`src/hw/rtl/hlsrgb_pkg.sv`:
```
// hlsrgb_pkg: shared constants, types and helpers for the hls to rgb converter
// no dependencies; used by every module of the block
`default_nettype none

package hlsrgb_pkg;

  // level format, unsigned q1.frac
  localparam int FRAC_BITS     = 16;
  localparam int HUE_FRAC_BITS = 6;
  localparam int IN_W          = 17;
  localparam int LVL_W         = FRAC_BITS + 1;
  localparam int BYTE_W        = 8;

  localparam logic [LVL_W-1:0] LVL_ONE  = {1'b1, {FRAC_BITS{1'b0}}};
  localparam logic [LVL_W-1:0] LVL_HALF = {2'b01, {(FRAC_BITS - 1){1'b0}}};

  // hue in fractions of a degree
  localparam int DEG60  = 60 * (2 ** HUE_FRAC_BITS);
  localparam int DEG360 = 6 * DEG60;
  localparam int HUE_W  = $clog2(DEG360);
  localparam int ABS_W  = $clog2(DEG60 + 1);

  // hue wrap: add whole turns so every input is positive, then take turns off
  localparam int HUE_SPAN   = 2 ** (IN_W - 1);
  localparam int WRAP_TURNS = (HUE_SPAN + DEG360 - 1) / DEG360;
  localparam int HUE_OFS    = WRAP_TURNS * DEG360;
  localparam int WRAP_MAX   = HUE_SPAN - 1 + HUE_OFS;
  localparam int WRAP_W     = $clog2(WRAP_MAX + 1);
  localparam int WRAP_N     = WRAP_MAX / DEG360;

  // ratio |f| * 2^frac / 60 deg: 60 deg is an odd divisor shifted left
  localparam int RATIO_PRE = FRAC_BITS - 2 - HUE_FRAC_BITS;
  localparam int RATIO_DIV = DEG60 / (2 ** (2 + HUE_FRAC_BITS));
  localparam int NUM_W     = ABS_W + RATIO_PRE;
  localparam int RECIP_SH  = 24;
  localparam int RECIP     = (2 ** RECIP_SH + RATIO_DIV - 1) / RATIO_DIV;
  localparam int RECIP_W   = $clog2(RECIP + 1);

  // square root pipeline
  localparam int SQ_STEPS     = LVL_W;
  localparam int RAD_W        = 2 * SQ_STEPS;
  localparam int REM_W        = SQ_STEPS + 4;
  localparam int SQ_PER_STAGE = 3;
  localparam int SQ_STAGES    = (SQ_STEPS + SQ_PER_STAGE - 1) / SQ_PER_STAGE;

  // 60 degree hue sectors
  typedef enum logic [2:0] {
    SEC_RED_YEL = 3'd0,
    SEC_YEL_GRN = 3'd1,
    SEC_GRN_CYN = 3'd2,
    SEC_CYN_BLU = 3'd3,
    SEC_BLU_MAG = 3'd4,
    SEC_MAG_RED = 3'd5
  } sector_t;

  // side data that travels with a colour through the root pipeline
  typedef struct packed {
    logic              special;
    logic [BYTE_W-1:0] grey;
    logic [LVL_W-1:0]  lo;
    logic [LVL_W-1:0]  span;
    sector_t           sector;
  } mix_t;

  // floor(level * 255 / one)
  function automatic logic [BYTE_W-1:0] to_byte(input logic [LVL_W-1:0] lvl);
    logic [LVL_W+BYTE_W-1:0] scaled;
    scaled = {lvl, {BYTE_W{1'b0}}} - (LVL_W + BYTE_W)'(lvl);
    return scaled[FRAC_BITS +: BYTE_W];
  endfunction

endpackage

`default_nettype wire

```
`src/hw/rtl/hlsrgb_front.sv`:
```
// hlsrgb_front: clamp, spread, hue wrap, sector and hue ratio in four stages
// depends on hlsrgb_pkg
`default_nettype none

module hlsrgb_front
  import hlsrgb_pkg::*;
(
  input  wire logic                    clk,
  input  wire logic                    rst,
  input  wire logic                    in_valid,
  output logic                         in_ready,
  input  wire logic signed [IN_W-1:0]  hue_deg,
  input  wire logic [IN_W-1:0]         lightness,
  input  wire logic [IN_W-1:0]         saturation,
  output logic                         out_valid,
  input  wire logic                    out_ready,
  output logic [LVL_W-1:0]             ratio,
  output mix_t                         info
);

  // stage registers
  logic                 v1, v2, v3, v4;
  logic                 rdy1, rdy2, rdy3, rdy4;
  logic [LVL_W-1:0]     l1, s1, l2;
  logic [FRAC_BITS-1:0] x1, d2;
  logic [WRAP_W-1:0]    hw1;
  logic [HUE_W-1:0]     h2;
  mix_t                 info3, info4;
  logic [ABS_W-1:0]     abs3;
  logic [LVL_W-1:0]     ratio4;

  // combinational values between stages
  logic [LVL_W-1:0]           l_clamp, s_clamp, lx;
  logic [FRAC_BITS-1:0]       x_next;
  logic [WRAP_W:0]            hue_sum;
  logic [LVL_W+FRAC_BITS-1:0] sx_prod;
  logic [FRAC_BITS-1:0]       d_next;
  logic [WRAP_W-1:0]          wrap_sub, h_diff;
  logic [HUE_W-1:0]           h_next;
  sector_t                    sec_next;
  logic [HUE_W-1:0]           af_wide;
  mix_t                       info_next;
  logic [NUM_W-1:0]           num;
  logic [NUM_W+RECIP_W-1:0]   rprod;
  logic [LVL_W-1:0]           ratio_next;

  // ready chain, a stage moves when empty or when the next one moves
  assign rdy4     = !v4 || out_ready;
  assign rdy3     = !v3 || rdy4;
  assign rdy2     = !v2 || rdy3;
  assign rdy1     = !v1 || rdy2;
  assign in_ready = rdy1;

  // stage 1: clamp, pick the spread factor, lift hue into positive range
  assign l_clamp = (lightness > LVL_ONE) ? LVL_ONE : lightness;
  assign s_clamp = (saturation > LVL_ONE) ? LVL_ONE : saturation;
  assign lx      = (l_clamp <= LVL_HALF) ? l_clamp : LVL_ONE - l_clamp;
  assign x_next  = lx[FRAC_BITS-1:0];
  assign hue_sum = {{(WRAP_W + 1 - IN_W){hue_deg[IN_W-1]}}, hue_deg}
                 + (WRAP_W + 1)'(HUE_OFS);

  always_ff @(posedge clk) begin
    if (rst) begin
      v1 <= 1'b0;
    end else if (rdy1) begin
      v1 <= in_valid;
    end
    if (rdy1 && in_valid) begin
      l1  <= l_clamp;
      s1  <= s_clamp;
      x1  <= x_next;
      hw1 <= hue_sum[WRAP_W-1:0];
    end
  end

  // stage 2: spread d and hue brought into one turn
  assign sx_prod = s1 * x1;
  assign d_next  = sx_prod[FRAC_BITS +: FRAC_BITS];

  always_comb begin
    wrap_sub = '0;
    for (int k = 1; k <= WRAP_N; k++) begin
      if (hw1 >= WRAP_W'(k * DEG360)) wrap_sub = WRAP_W'(k * DEG360);
    end
    h_diff = hw1 - wrap_sub;
  end
  assign h_next = h_diff[HUE_W-1:0];

  always_ff @(posedge clk) begin
    if (rst) begin
      v2 <= 1'b0;
    end else if (rdy2) begin
      v2 <= v1;
    end
    if (rdy2 && v1) begin
      l2 <= l1;
      d2 <= d_next;
      h2 <= h_next;
    end
  end

  // stage 3: low level, span, sector and distance to the nearest primary
  always_comb begin
    sec_next = SEC_RED_YEL;
    for (int k = 1; k < 6; k++) begin
      if (h2 >= HUE_W'(k * DEG60)) sec_next = sector_t'(3'(k));
    end
  end

  always_comb begin
    unique case (sec_next)
      SEC_RED_YEL: af_wide = h2;
      SEC_YEL_GRN: af_wide = HUE_W'(2 * DEG60) - h2;
      SEC_GRN_CYN: af_wide = h2 - HUE_W'(2 * DEG60);
      SEC_CYN_BLU: af_wide = HUE_W'(4 * DEG60) - h2;
      SEC_BLU_MAG: af_wide = h2 - HUE_W'(4 * DEG60);
      default:     af_wide = HUE_W'(DEG360) - h2;
    endcase
  end

  always_comb begin
    info_next.special = (d2 == '0);
    info_next.grey    = to_byte(l2);
    info_next.lo      = l2 - LVL_W'(d2);
    info_next.span    = {d2, 1'b0};
    info_next.sector  = sec_next;
  end

  always_ff @(posedge clk) begin
    if (rst) begin
      v3 <= 1'b0;
    end else if (rdy3) begin
      v3 <= v2;
    end
    if (rdy3 && v2) begin
      info3 <= info_next;
      abs3  <= af_wide[ABS_W-1:0];
    end
  end

  // stage 4: ratio by reciprocal multiply, exact over the whole abs range
  assign num        = {abs3, {RATIO_PRE{1'b0}}};
  assign rprod      = num * RECIP_W'(RECIP);
  assign ratio_next = rprod[RECIP_SH +: LVL_W];

  always_ff @(posedge clk) begin
    if (rst) begin
      v4 <= 1'b0;
    end else if (rdy4) begin
      v4 <= v3;
    end
    if (rdy4 && v3) begin
      info4  <= info3;
      ratio4 <= ratio_next;
    end
  end

  assign out_valid = v4;
  assign ratio     = ratio4;
  assign info      = info4;

`ifndef SYNTH
  // a beat leaving stage 1 always lands in stage 2
  a_s1_to_s2: assert property (@(posedge clk) disable iff (rst)
    (v1 && rdy2) |=> v2)
    else $error("front: beat lost between stage 1 and stage 2");

  // wrapped hue is inside one turn
  a_hue_wrap: assert property (@(posedge clk) disable iff (rst)
    (v1 && rdy2) |=> (h2 < HUE_W'(DEG360)))
    else $error("front: hue not wrapped into one turn");
`endif

endmodule

`default_nettype wire

```
`src/hw/rtl/hlsrgb_sqrt.sv`:
```
// hlsrgb_sqrt: pipelined digit-by-digit square root of ratio << frac bits
// depends on hlsrgb_pkg; carries the mix side data alongside
`default_nettype none

module hlsrgb_sqrt
  import hlsrgb_pkg::*;
(
  input  wire logic             clk,
  input  wire logic             rst,
  input  wire logic             in_valid,
  output logic                  in_ready,
  input  wire logic [LVL_W-1:0] ratio,
  input  wire mix_t             in_info,
  output logic                  out_valid,
  input  wire logic             out_ready,
  output logic [SQ_STEPS-1:0]   root,
  output mix_t                  out_info
);

  // per-stage registers
  logic                v     [SQ_STAGES];
  logic                rdy   [SQ_STAGES+1];
  logic [RAD_W-1:0]    rad_q [SQ_STAGES];
  logic [REM_W-1:0]    rem_q [SQ_STAGES];
  logic [SQ_STEPS-1:0] root_q[SQ_STAGES];
  mix_t                info_q[SQ_STAGES];

  assign rdy[SQ_STAGES] = out_ready;

  for (genvar g = 0; g < SQ_STAGES; g++) begin : g_stage
    logic                v_in;
    logic [RAD_W-1:0]    rad_in, rad_c;
    logic [REM_W-1:0]    rem_in, rem_c, rem_sh, trial;
    logic [SQ_STEPS-1:0] root_in, root_c;
    mix_t                info_in;

    // stage input: module port for the first stage, previous stage otherwise
    if (g == 0) begin : g_head
      assign v_in    = in_valid;
      assign rad_in  = RAD_W'({ratio, {FRAC_BITS{1'b0}}});
      assign rem_in  = '0;
      assign root_in = '0;
      assign info_in = in_info;
    end else begin : g_body
      assign v_in    = v[g-1];
      assign rad_in  = rad_q[g-1];
      assign rem_in  = rem_q[g-1];
      assign root_in = root_q[g-1];
      assign info_in = info_q[g-1];
    end

    assign rdy[g] = !v[g] || rdy[g+1];

    // a few root bits per stage, two radicand bits each
    always_comb begin
      rad_c  = rad_in;
      rem_c  = rem_in;
      root_c = root_in;
      rem_sh = '0;
      trial  = '0;
      for (int j = 0; j < SQ_PER_STAGE; j++) begin
        if (g * SQ_PER_STAGE + j < SQ_STEPS) begin
          rem_sh = {rem_c[REM_W-3:0], rad_c[RAD_W-1 -: 2]};
          trial  = REM_W'({root_c, 2'b01});
          rad_c  = rad_c << 2;
          if (rem_sh >= trial) begin
            rem_c  = rem_sh - trial;
            root_c = {root_c[SQ_STEPS-2:0], 1'b1};
          end else begin
            rem_c  = rem_sh;
            root_c = {root_c[SQ_STEPS-2:0], 1'b0};
          end
        end
      end
    end

    always_ff @(posedge clk) begin
      if (rst) begin
        v[g] <= 1'b0;
      end else if (rdy[g]) begin
        v[g] <= v_in;
      end
      if (rdy[g] && v_in) begin
        rad_q[g]  <= rad_c;
        rem_q[g]  <= rem_c;
        root_q[g] <= root_c;
        info_q[g] <= info_in;
      end
    end
  end

  assign in_ready  = rdy[0];
  assign out_valid = v[SQ_STAGES-1];
  assign root      = root_q[SQ_STAGES-1];
  assign out_info  = info_q[SQ_STAGES-1];

`ifndef SYNTH
  // a finished root leaves a remainder of at most twice the root
  a_root_rem: assert property (@(posedge clk) disable iff (rst)
    v[SQ_STAGES-1] |->
      (rem_q[SQ_STAGES-1] <= REM_W'({root_q[SQ_STAGES-1], 1'b0})))
    else $error("sqrt: remainder too large, root not floored");
`endif

endmodule

`default_nettype wire

```
`src/hw/rtl/hlsrgb_mix.sv`:
```
// hlsrgb_mix: middle level, channel order by sector, byte scaling
// depends on hlsrgb_pkg; last stage is the output register
`default_nettype none

module hlsrgb_mix
  import hlsrgb_pkg::*;
(
  input  wire logic                clk,
  input  wire logic                rst,
  input  wire logic                in_valid,
  output logic                     in_ready,
  input  wire logic [SQ_STEPS-1:0] root,
  input  wire mix_t                in_info,
  output logic                     out_valid,
  input  wire logic                out_ready,
  output logic [BYTE_W-1:0]        red,
  output logic [BYTE_W-1:0]        green,
  output logic [BYTE_W-1:0]        blue
);

  logic                         v1, v2, rdy1, rdy2;
  logic [LVL_W+SQ_STEPS-1:0]    prod1, prod_next;
  mix_t                         info1;
  logic [LVL_W-1:0]             mid, hi;
  logic [BYTE_W-1:0]            lo_b, mid_b, hi_b;
  logic [BYTE_W-1:0]            red_next, green_next, blue_next;

  assign rdy2     = !v2 || out_ready;
  assign rdy1     = !v1 || rdy2;
  assign in_ready = rdy1;

  // stage 1: span times root
  assign prod_next = in_info.span * root;

  always_ff @(posedge clk) begin
    if (rst) begin
      v1 <= 1'b0;
    end else if (rdy1) begin
      v1 <= in_valid;
    end
    if (rdy1 && in_valid) begin
      prod1 <= prod_next;
      info1 <= in_info;
    end
  end

  // stage 2: levels to bytes, ordered by sector
  assign mid   = info1.lo + prod1[FRAC_BITS +: LVL_W];
  assign hi    = info1.lo + info1.span;
  assign lo_b  = to_byte(info1.lo);
  assign mid_b = to_byte(mid);
  assign hi_b  = to_byte(hi);

  always_comb begin
    unique case (info1.sector)
      SEC_RED_YEL: {red_next, green_next, blue_next} = {hi_b, mid_b, lo_b};
      SEC_YEL_GRN: {red_next, green_next, blue_next} = {mid_b, hi_b, lo_b};
      SEC_GRN_CYN: {red_next, green_next, blue_next} = {lo_b, hi_b, mid_b};
      SEC_CYN_BLU: {red_next, green_next, blue_next} = {lo_b, mid_b, hi_b};
      SEC_BLU_MAG: {red_next, green_next, blue_next} = {mid_b, lo_b, hi_b};
      default:     {red_next, green_next, blue_next} = {hi_b, lo_b, mid_b};
    endcase
    // zero spread: plain grey, covers black and white too
    if (info1.special) begin
      red_next   = info1.grey;
      green_next = info1.grey;
      blue_next  = info1.grey;
    end
  end

  always_ff @(posedge clk) begin
    if (rst) begin
      v2 <= 1'b0;
    end else if (rdy2) begin
      v2 <= v1;
    end
    if (rdy2 && v1) begin
      red   <= red_next;
      green <= green_next;
      blue  <= blue_next;
    end
  end

  assign out_valid = v2;

`ifndef SYNTH
  // a zero-spread colour comes out grey
  a_grey: assert property (@(posedge clk) disable iff (rst)
    (v1 && rdy2 && info1.special) |=> ((red == green) && (green == blue)))
    else $error("mix: zero-spread beat not grey");
`endif

endmodule

`default_nettype wire

```
`src/hw/rtl/hls_to_rgb_convert_top.sv`:
```
// hls_to_rgb_convert_top: hue / lightness / saturation to 8-bit rgb
// pipeline from input beat to result: 4 front stages,
// 6 root stages of up to three root bits each, 2 blend stages
// throughput one colour per cycle while out_ready is high; each stage moves when empty or drained
// reset (synchronous, active high) clears the valid bits only
// depends on hlsrgb_pkg, hlsrgb_front, hlsrgb_sqrt, hlsrgb_mix
`default_nettype none

module hls_to_rgb_convert_top
  import hlsrgb_pkg::*;
(
  input  wire logic                   clk,
  input  wire logic                   rst,
  input  wire logic                   in_valid,
  output logic                        in_ready,
  input  wire logic signed [IN_W-1:0] hue_deg,
  input  wire logic [IN_W-1:0]        lightness,
  input  wire logic [IN_W-1:0]        saturation,
  output logic                        out_valid,
  input  wire logic                   out_ready,
  output logic [BYTE_W-1:0]           red,
  output logic [BYTE_W-1:0]           green,
  output logic [BYTE_W-1:0]           blue
);

  logic                f_valid, f_ready, q_valid, q_ready;
  logic [LVL_W-1:0]    f_ratio;
  mix_t                f_info, q_info;
  logic [SQ_STEPS-1:0] q_root;

  // clamp, spread, hue wrap and ratio
  hlsrgb_front u_front (
    .clk        (clk),
    .rst        (rst),
    .in_valid   (in_valid),
    .in_ready   (in_ready),
    .hue_deg    (hue_deg),
    .lightness  (lightness),
    .saturation (saturation),
    .out_valid  (f_valid),
    .out_ready  (f_ready),
    .ratio      (f_ratio),
    .info       (f_info)
  );

  // square-root hue curve
  hlsrgb_sqrt u_sqrt (
    .clk       (clk),
    .rst       (rst),
    .in_valid  (f_valid),
    .in_ready  (f_ready),
    .ratio     (f_ratio),
    .in_info   (f_info),
    .out_valid (q_valid),
    .out_ready (q_ready),
    .root      (q_root),
    .out_info  (q_info)
  );

  // middle level and channel bytes
  hlsrgb_mix u_mix (
    .clk       (clk),
    .rst       (rst),
    .in_valid  (q_valid),
    .in_ready  (q_ready),
    .root      (q_root),
    .in_info   (q_info),
    .out_valid (out_valid),
    .out_ready (out_ready),
    .red       (red),
    .green     (green),
    .blue      (blue)
  );

endmodule

`default_nettype wire

```
`config.mk`:
```
export PLATFORM = sky130hd
export DESIGN_NAME = hls_to_rgb_convert_top
export DESIGN_NICKNAME = d
export VERILOG_FILES = /design/src/hw/rtl/hlsrgb_pkg.sv /design/src/hw/rtl/hlsrgb_front.sv /design/src/hw/rtl/hlsrgb_sqrt.sv /design/src/hw/rtl/hlsrgb_mix.sv /design/src/hw/rtl/hls_to_rgb_convert_top.sv
export SDC_FILE = /design/constraint.sdc
export NUM_CORES = 2
export LEC_CHECK = 0
export ABC_CLOCK_PERIOD_IN_PS = 12700
export BUFFER_PORTS_ARGS = -buffer_cell sky130_fd_sc_hd__buf_2
export CORE_MARGIN = 2
export CORE_UTILIZATION = 49
export DETAILED_ROUTE_END_ITERATION = 8
export PLACE_DENSITY_LB_ADDON = 0.12
export SETUP_SLACK_MARGIN = 0.02
export SLEW_MARGIN = 20
export SYNTH_ARGS = -nofsm -noshare
export SYNTH_HDL_FRONTEND = slang
export SYNTH_HIERARCHICAL = 1
export SYNTH_SLANG_ARGS = --single-unit
```
`constraint.sdc`:
```
create_clock -name clk -period 12.7 [get_ports clk]
set_input_delay 3.175 -clock clk [delete_from_list [all_inputs] [get_ports clk]]
set_output_delay 3.175 -clock clk [all_outputs]
set_load 0.01 [all_outputs]
```
; Word-level counts from Yosys, hierarchy flattened
; Memories as Yosys holds them, arrays and structs flattened.
; Index checks and enable logic that the tools add are counted.
[totals]
register_bits = 344
ram_bits = 690
input_bits = 55
out_inout_bits = 26
mem_count = 5
[op_classes]
n_addsub = 32
mul = 3
order_cmp = 30
eq_ne = 8
mux = 91
bitwise_logic = 6
reduce_logical = 45
[mem_list]
columns = memory, depth, width, rd, rd_ports_with_merged_regs, wr, line
row1 = u_sqrt.info_q, 6, 46, 6, 0, 6, hlsrgb_sqrt.sv:26  ; mix_t info_q[SQ_STAGES];
row2 = u_sqrt.rad_q, 6, 30, 5, 0, 6, hlsrgb_sqrt.sv:23  ; logic [RAD_W-1:0] rad_q [SQ_STAGES];
row3 = u_sqrt.rem_q, 6, 21, 5, 0, 6, hlsrgb_sqrt.sv:24  ; logic [REM_W-1:0] rem_q [SQ_STAGES];
row4 = u_sqrt.root_q, 6, 17, 6, 0, 6, hlsrgb_sqrt.sv:25  ; logic [SQ_STEPS-1:0] root_q[SQ_STAGES];
row5 = u_sqrt.v, 6, 1, 6, 0, 6, hlsrgb_sqrt.sv:21  ; logic v [SQ_STAGES];
[ops]
columns = operator, count
row1 = greater-or-equal comparator 21 x 19 -> 1 bit, 14
row2 = two-way mux 19 bit, 11
row3 = subtractor 19 bit, 9
row4 = two-way mux 21 bit, 6
row5 = subtractor 21 x 19 -> 21 bit, 5
row6 = subtractor 24 x 17 -> 24 bit, 4
row7 = two-way mux 15 bit, 5
row8 = case mux 12 bit (5 select lines), 1
row9 = two-way mux 1 bit, 56
row10 = greater-or-equal comparator 18 x 17 -> 1 bit (second input constant), 3
row11 = case mux 8 bit (2 select lines), 3
row12 = subtractor 12 bit (first input constant), 3
row13 = adder 17 bit, 2
row14 = > comparator 17 bit (second input constant), 2
row15 = multiplier 17 x 17 -> 33 bit, 1
row16 = multiplier 12 x 20 -> 32 bit (second input constant), 1
row17 = multiplier 17 x 16 -> 32 bit, 1
row18 = greater-or-equal comparator 15 x 14 -> 1 bit (second input constant), 2
row19 = two-way mux 8 bit, 3
row20 = subtractor 12 bit (second input constant), 2
row21 = greater-or-equal comparator 21 x 3 -> 1 bit, 1
row22 = greater-or-equal comparator 21 x 4 -> 1 bit, 1
row23 = subtractor 21 x 4 -> 21 bit, 1
row24 = subtractor 19 x 3 -> 19 bit, 1
row25 = 26 further kinds, 77

; Logic depth before layout (Yosys ltp)
[logic_depth]
word_depth = 14
ltp_mapped = 39

; Modules after synthesis
; Netlist, hierarchy kept.
[modules_own_cells]
columns = mod, n_inst, cells_each, area_per_inst_um2, seq_area_each_um2
row1 = hlsrgb_sqrt, 1, 2095, 24335.8, 13663.1
row2 = hlsrgb_front, 1, 1829, 20085.5, 7106.8
row3 = hlsrgb_mix, 1, 1557, 14944.3, 2652.5

; Least setup slack after synthesis
; Ideal clock, no wire load.
[synth_path]
path_type = input -> register
startpoint = in out_ready
endpoint = reg u_front.abs3[0], enable pin
arrival_ns = 8.124
t_required_ns = 12.141
path_slack_ns = 4.016
cell_stages = 8
n_path_buf = 0
cell_sequence = nor2b_1 > nand2_1 > nor2b_1 > and3_1 > and3_1 > nand2_1 > nor2b_1 > a21boi_0
[synth_via]
elab_chain_cells = 11
[synth_lines]
columns = element, line
row1 = "start, declared", hls_to_rgb_convert_top.sv:20  ; input wire logic out_ready,
row2 = logical OR 1 bit, hlsrgb_mix.sv:28  ; assign rdy2 = !v2 || out_ready;
row3 = logical OR 1 bit, hlsrgb_mix.sv:29  ; assign rdy1 = !v1 || rdy2;
row4 = via q_ready, hls_to_rgb_convert_top.sv:26  ; logic f_valid, f_ready, q_valid, q_ready;
row5 = logical OR 1 bit (6 in a row), hlsrgb_sqrt.sv:52  ; assign rdy[g] = !v[g] || rdy[g+1];
row6 = via f_ready, hls_to_rgb_convert_top.sv:26
row7 = logical OR 1 bit, hlsrgb_front.sv:48  ; assign rdy4 = !v4 || out_ready;
row8 = logical OR 1 bit, hlsrgb_front.sv:49  ; assign rdy3 = !v3 || rdy4;
row9 = logical AND 1 bit, hlsrgb_front.sv:135  ; if (rdy3 && v2) begin
row10 = "end signal, assigned", hlsrgb_front.sv:137  ; abs3 <= af_wide[ABS_W-1:0];
row11 = "end, declared", hlsrgb_front.sv:29  ; logic [ABS_W-1:0] abs3;
; The timed path passes the listed nets, and every way through them passes these cells.
; A chain may end at the register's enable or synchronous reset.

; Worst setup path after layout
[layout_path]
startpoint = in out_ready
endpoint = out in_ready
[layout_via]
elab_chain_cells = 12
[layout_lines]
columns = element, line
row1 = logical OR 1 bit, hlsrgb_mix.sv:28
row2 = logical OR 1 bit, hlsrgb_mix.sv:29
row3 = via q_ready, hls_to_rgb_convert_top.sv:26
row4 = logical OR 1 bit (6 in a row), hlsrgb_sqrt.sv:52
row5 = via f_ready, hls_to_rgb_convert_top.sv:26
row6 = logical OR 1 bit, hlsrgb_front.sv:48
row7 = logical OR 1 bit, hlsrgb_front.sv:49
row8 = logical OR 1 bit, hlsrgb_front.sv:50  ; assign rdy2 = !v2 || rdy3;
row9 = logical OR 1 bit, hlsrgb_front.sv:51  ; assign rdy1 = !v1 || rdy2;
row10 = "end, declared", hls_to_rgb_convert_top.sv:15  ; output logic in_ready,
; The timed path passes the listed nets, and every way through them passes these cells.

==> flow_summary.toml <==
[die]
fp.dieW_um = 352
start_util_pct = 49.4
dieArea_um2 = 124000
core_um2 = 120000
fp-row-count = 127
die_h_um = 352
boundaryPins = 81

[critical_path]
startpoint = "out_ready"
rr_endpoint = "u_sqrt/rem_q[3][7]"
start_kind = "input port"
cp_max_fo = 5
endpoint = "in_ready"
cp_data_arrival_time_ns = 6.23
r2r_cells = 34
crit_required_ns = 9.52
rr_startpoint = "u_sqrt/root_q[2][1]"
r2r_slack_ns = 3.58
endpoint_kind = "primary output"
critical_path_class = "input port to primary output"

[cells_and_area]
register_area_um2 = 23400
drive_gt1_share_pct = 6.22
fin_nets = 6534
fillers = 10606
multi_input_area_um2 = 32500
stdcell_area_um2 = 64400
n_antenna_cell = 0
syn_to_final_growth_pct = 8.50

[global_route]
grt_max_degree = 68
first_global_vias = 39364
grt_usage_pct = 20.4
gr-total-overflow = 0
grt_pass1_wl_um = 207000
antenna_found_initial = 2

[synth]
ys_warn_count = 6
ys_ff_latch = 782
synthTopCellsByCount = "edfxtp_1, inv_1, nand2_1"
synth_ff_type = "edfxtp_1"
synth_area_um2 = 59400
yosysSeqAreaShare_pct = 39.5
avgSynthCellArea_um2 = 10.8
synth.top_cell.area_share_pct = 39.3
syn_inst = 5481
synth_edf_count = 776
synth_cell_types = 111
synth_area_leaders = "edfxtp_1, fa_1, ha_1"
synth_async_sr_flop_share_pct = 0
yosysMostFrequentCell = "edfxtp_1"
yosys.area.top_type = "edfxtp_1"
synth_nets = 6485

[job]
drv_cap = 0

[route]
via_per_inst = 5.40
num_vias = 38952
routed_wl_um = 126000
drtIter0Drc = 2192
drc = 0
wire_per_inst_um = 17.5
ant_nets = 0
dr.pass1.iters = 5

[power_and_ir_drop]
vdd_drop_max_mv = 0.340
power.density_nw_per_um2 = 167
p_leak_nw = 27.0
power.total_mw = 10.8

[outcome]
status = "completed"

[clock_tree]
cts-root-buf = "clkbuf_16"
clock_tree.htree_level_count = 3
clockBufferDepth = 3
clk_latency_ns = 0.67
clk_pin_slew_ns = 0.06
cts_num_sinks = 782
cts_resized = 0
cts_tree = "done"
numCtsBuffers = 85
cts_setup_buffers = 0
hold_buffers = 0

[place]
dp_slack_ns = 3.29
place_area_um2 = 61500
dp.final_hpwl_um = 94800
portBuffers = 80
gp_congestion = 0.884

[timing]
final-setup-viol-count = 0
clock.fmax_mhz = 106
finalCritPeriodShare_pct = 74.1
worst_pin_slew_ns = 0.970
slew_violations = 0
finalHoldViolCount = 0
grt_setup_unrepaired = "false"
finalClockSkew_ns = 0.0390
layout_setup_ws_ns = 3.29
finalCriticalPeriod_ns = 9.41
tns_ns = 0
relSlewSlack_pct = 35.3

[min_path]
min_path_type = "flip-flop to flip-flop"
## registers in the layout, summed over array words and instances, names as in the netlist, 8 cells and up
register and count:
u_front/abs3 12, u_front/d2 16, u_front/h2 15, u_front/hw1 18, u_front/info 45, u_front/info3 45
u_front/l1 17, u_front/l2 17, u_front/ratio 17, u_front/s1 17, u_front/x1 15, u_mix/blue 8
u_mix/green 8, u_mix/info1 46, u_mix/prod1 17, u_mix/red 8, u_sqrt/info_q 276, u_sqrt/rad_q 18
u_sqrt/rem_q 93, u_sqrt/root_q 62
## placed cells by master (no fill, tap or decap), drive strengths merged, types with 100 or more instances in the layout
cell / n
nand2: 535
xnor2: 188
and2: 277
clkbuf: 100
ha: 500
xor2: 115
a21oi: 267
inv: 777
nor2: 258
fa: 449
edfxtp: 776
buf: 110
o21ai: 189
## cells by family after synthesis
family / count (synthesis) / synth area share (%)
adder cells (fa/ha/maj): 950 / 25.7
flip-flops: 782 / 39.5
AO/OA/AOI/OAI: 927 / 10.4
AND/OR/NAND/NOR: 1557 / 13.2
multiplexers: 43 / 0.773
XOR/XNOR: 303 / 4.54
other: 1 / 0.00632
buffers and inverters: 918 / 5.91
## worst min-delay path by stage
stage,endpoint,slack (ns),from,cells after the start
finish,u_front/l2[9],0.39,u_front/l1[9],0
global route,u_front/l2[9],0.39,u_front/l1[9],0
CTS,u_front/info[18],0.38,u_front/info3[18],0
detailed placement,u_front/info[22],0.40,u_front/info3[22],0
global placement,u_sqrt/info_q[2][16],0.40,u_sqrt/info_q[1][16],0
floorplan,u_front/h2[0],0.40,u_front/hw1[0],0
## layout make-up
cell class / count / area share (%)
tap: 1612 / 3.13
inverter: 770 / 4.49
sequential: 782 / 36.4
clock inverter: 55 / 1.13
clock buffer: 100 / 3.42
multi-input combinational: 3781 / 50.5
timing repair buffer: 110 / 0.971
## metal layers
layer  vias to the layer above  part of all wire, %  global-route usage, %
met1                     19082                   46                   28.1
met3                       206                  3.7                   2.57
met2                       680                   48                   34.1
met5                         -                0.024                      0
li1                      18980                    -                      -
met4                         4                  2.5                   5.88
## critical path, stage by stage
cell and delay (ns):
buf_2 0.09, nor2b_1 0.31, nand2_1 0.11, nor2b_1 0.31, and3_1 0.33, and3_1 0.34
nand2_1 0.15, nor2b_1 0.50, and3_1 0.43, nand2_1 0.25, buf_2 0.21
## power breakdown
group	internal, mW	switching (mW)
sequential	3.15	0.131
combinational	2.10	2.84
clock	1.49	1.06
## through the flow
stage / hold slack (ns) / std cells / utilization (%)
CTS: 0.376 / 7210 / 53.6
finish: 0.387 / 7210 / 53.6
floorplan: 0.400 / 5481 / -
global placement: 0.400 / 7055 / 51.2
detailed placement: 0.405 / 7055 / 51.2
global route: 0.386 / 7210 / 53.6
Power figures use the tool's default switching activity.
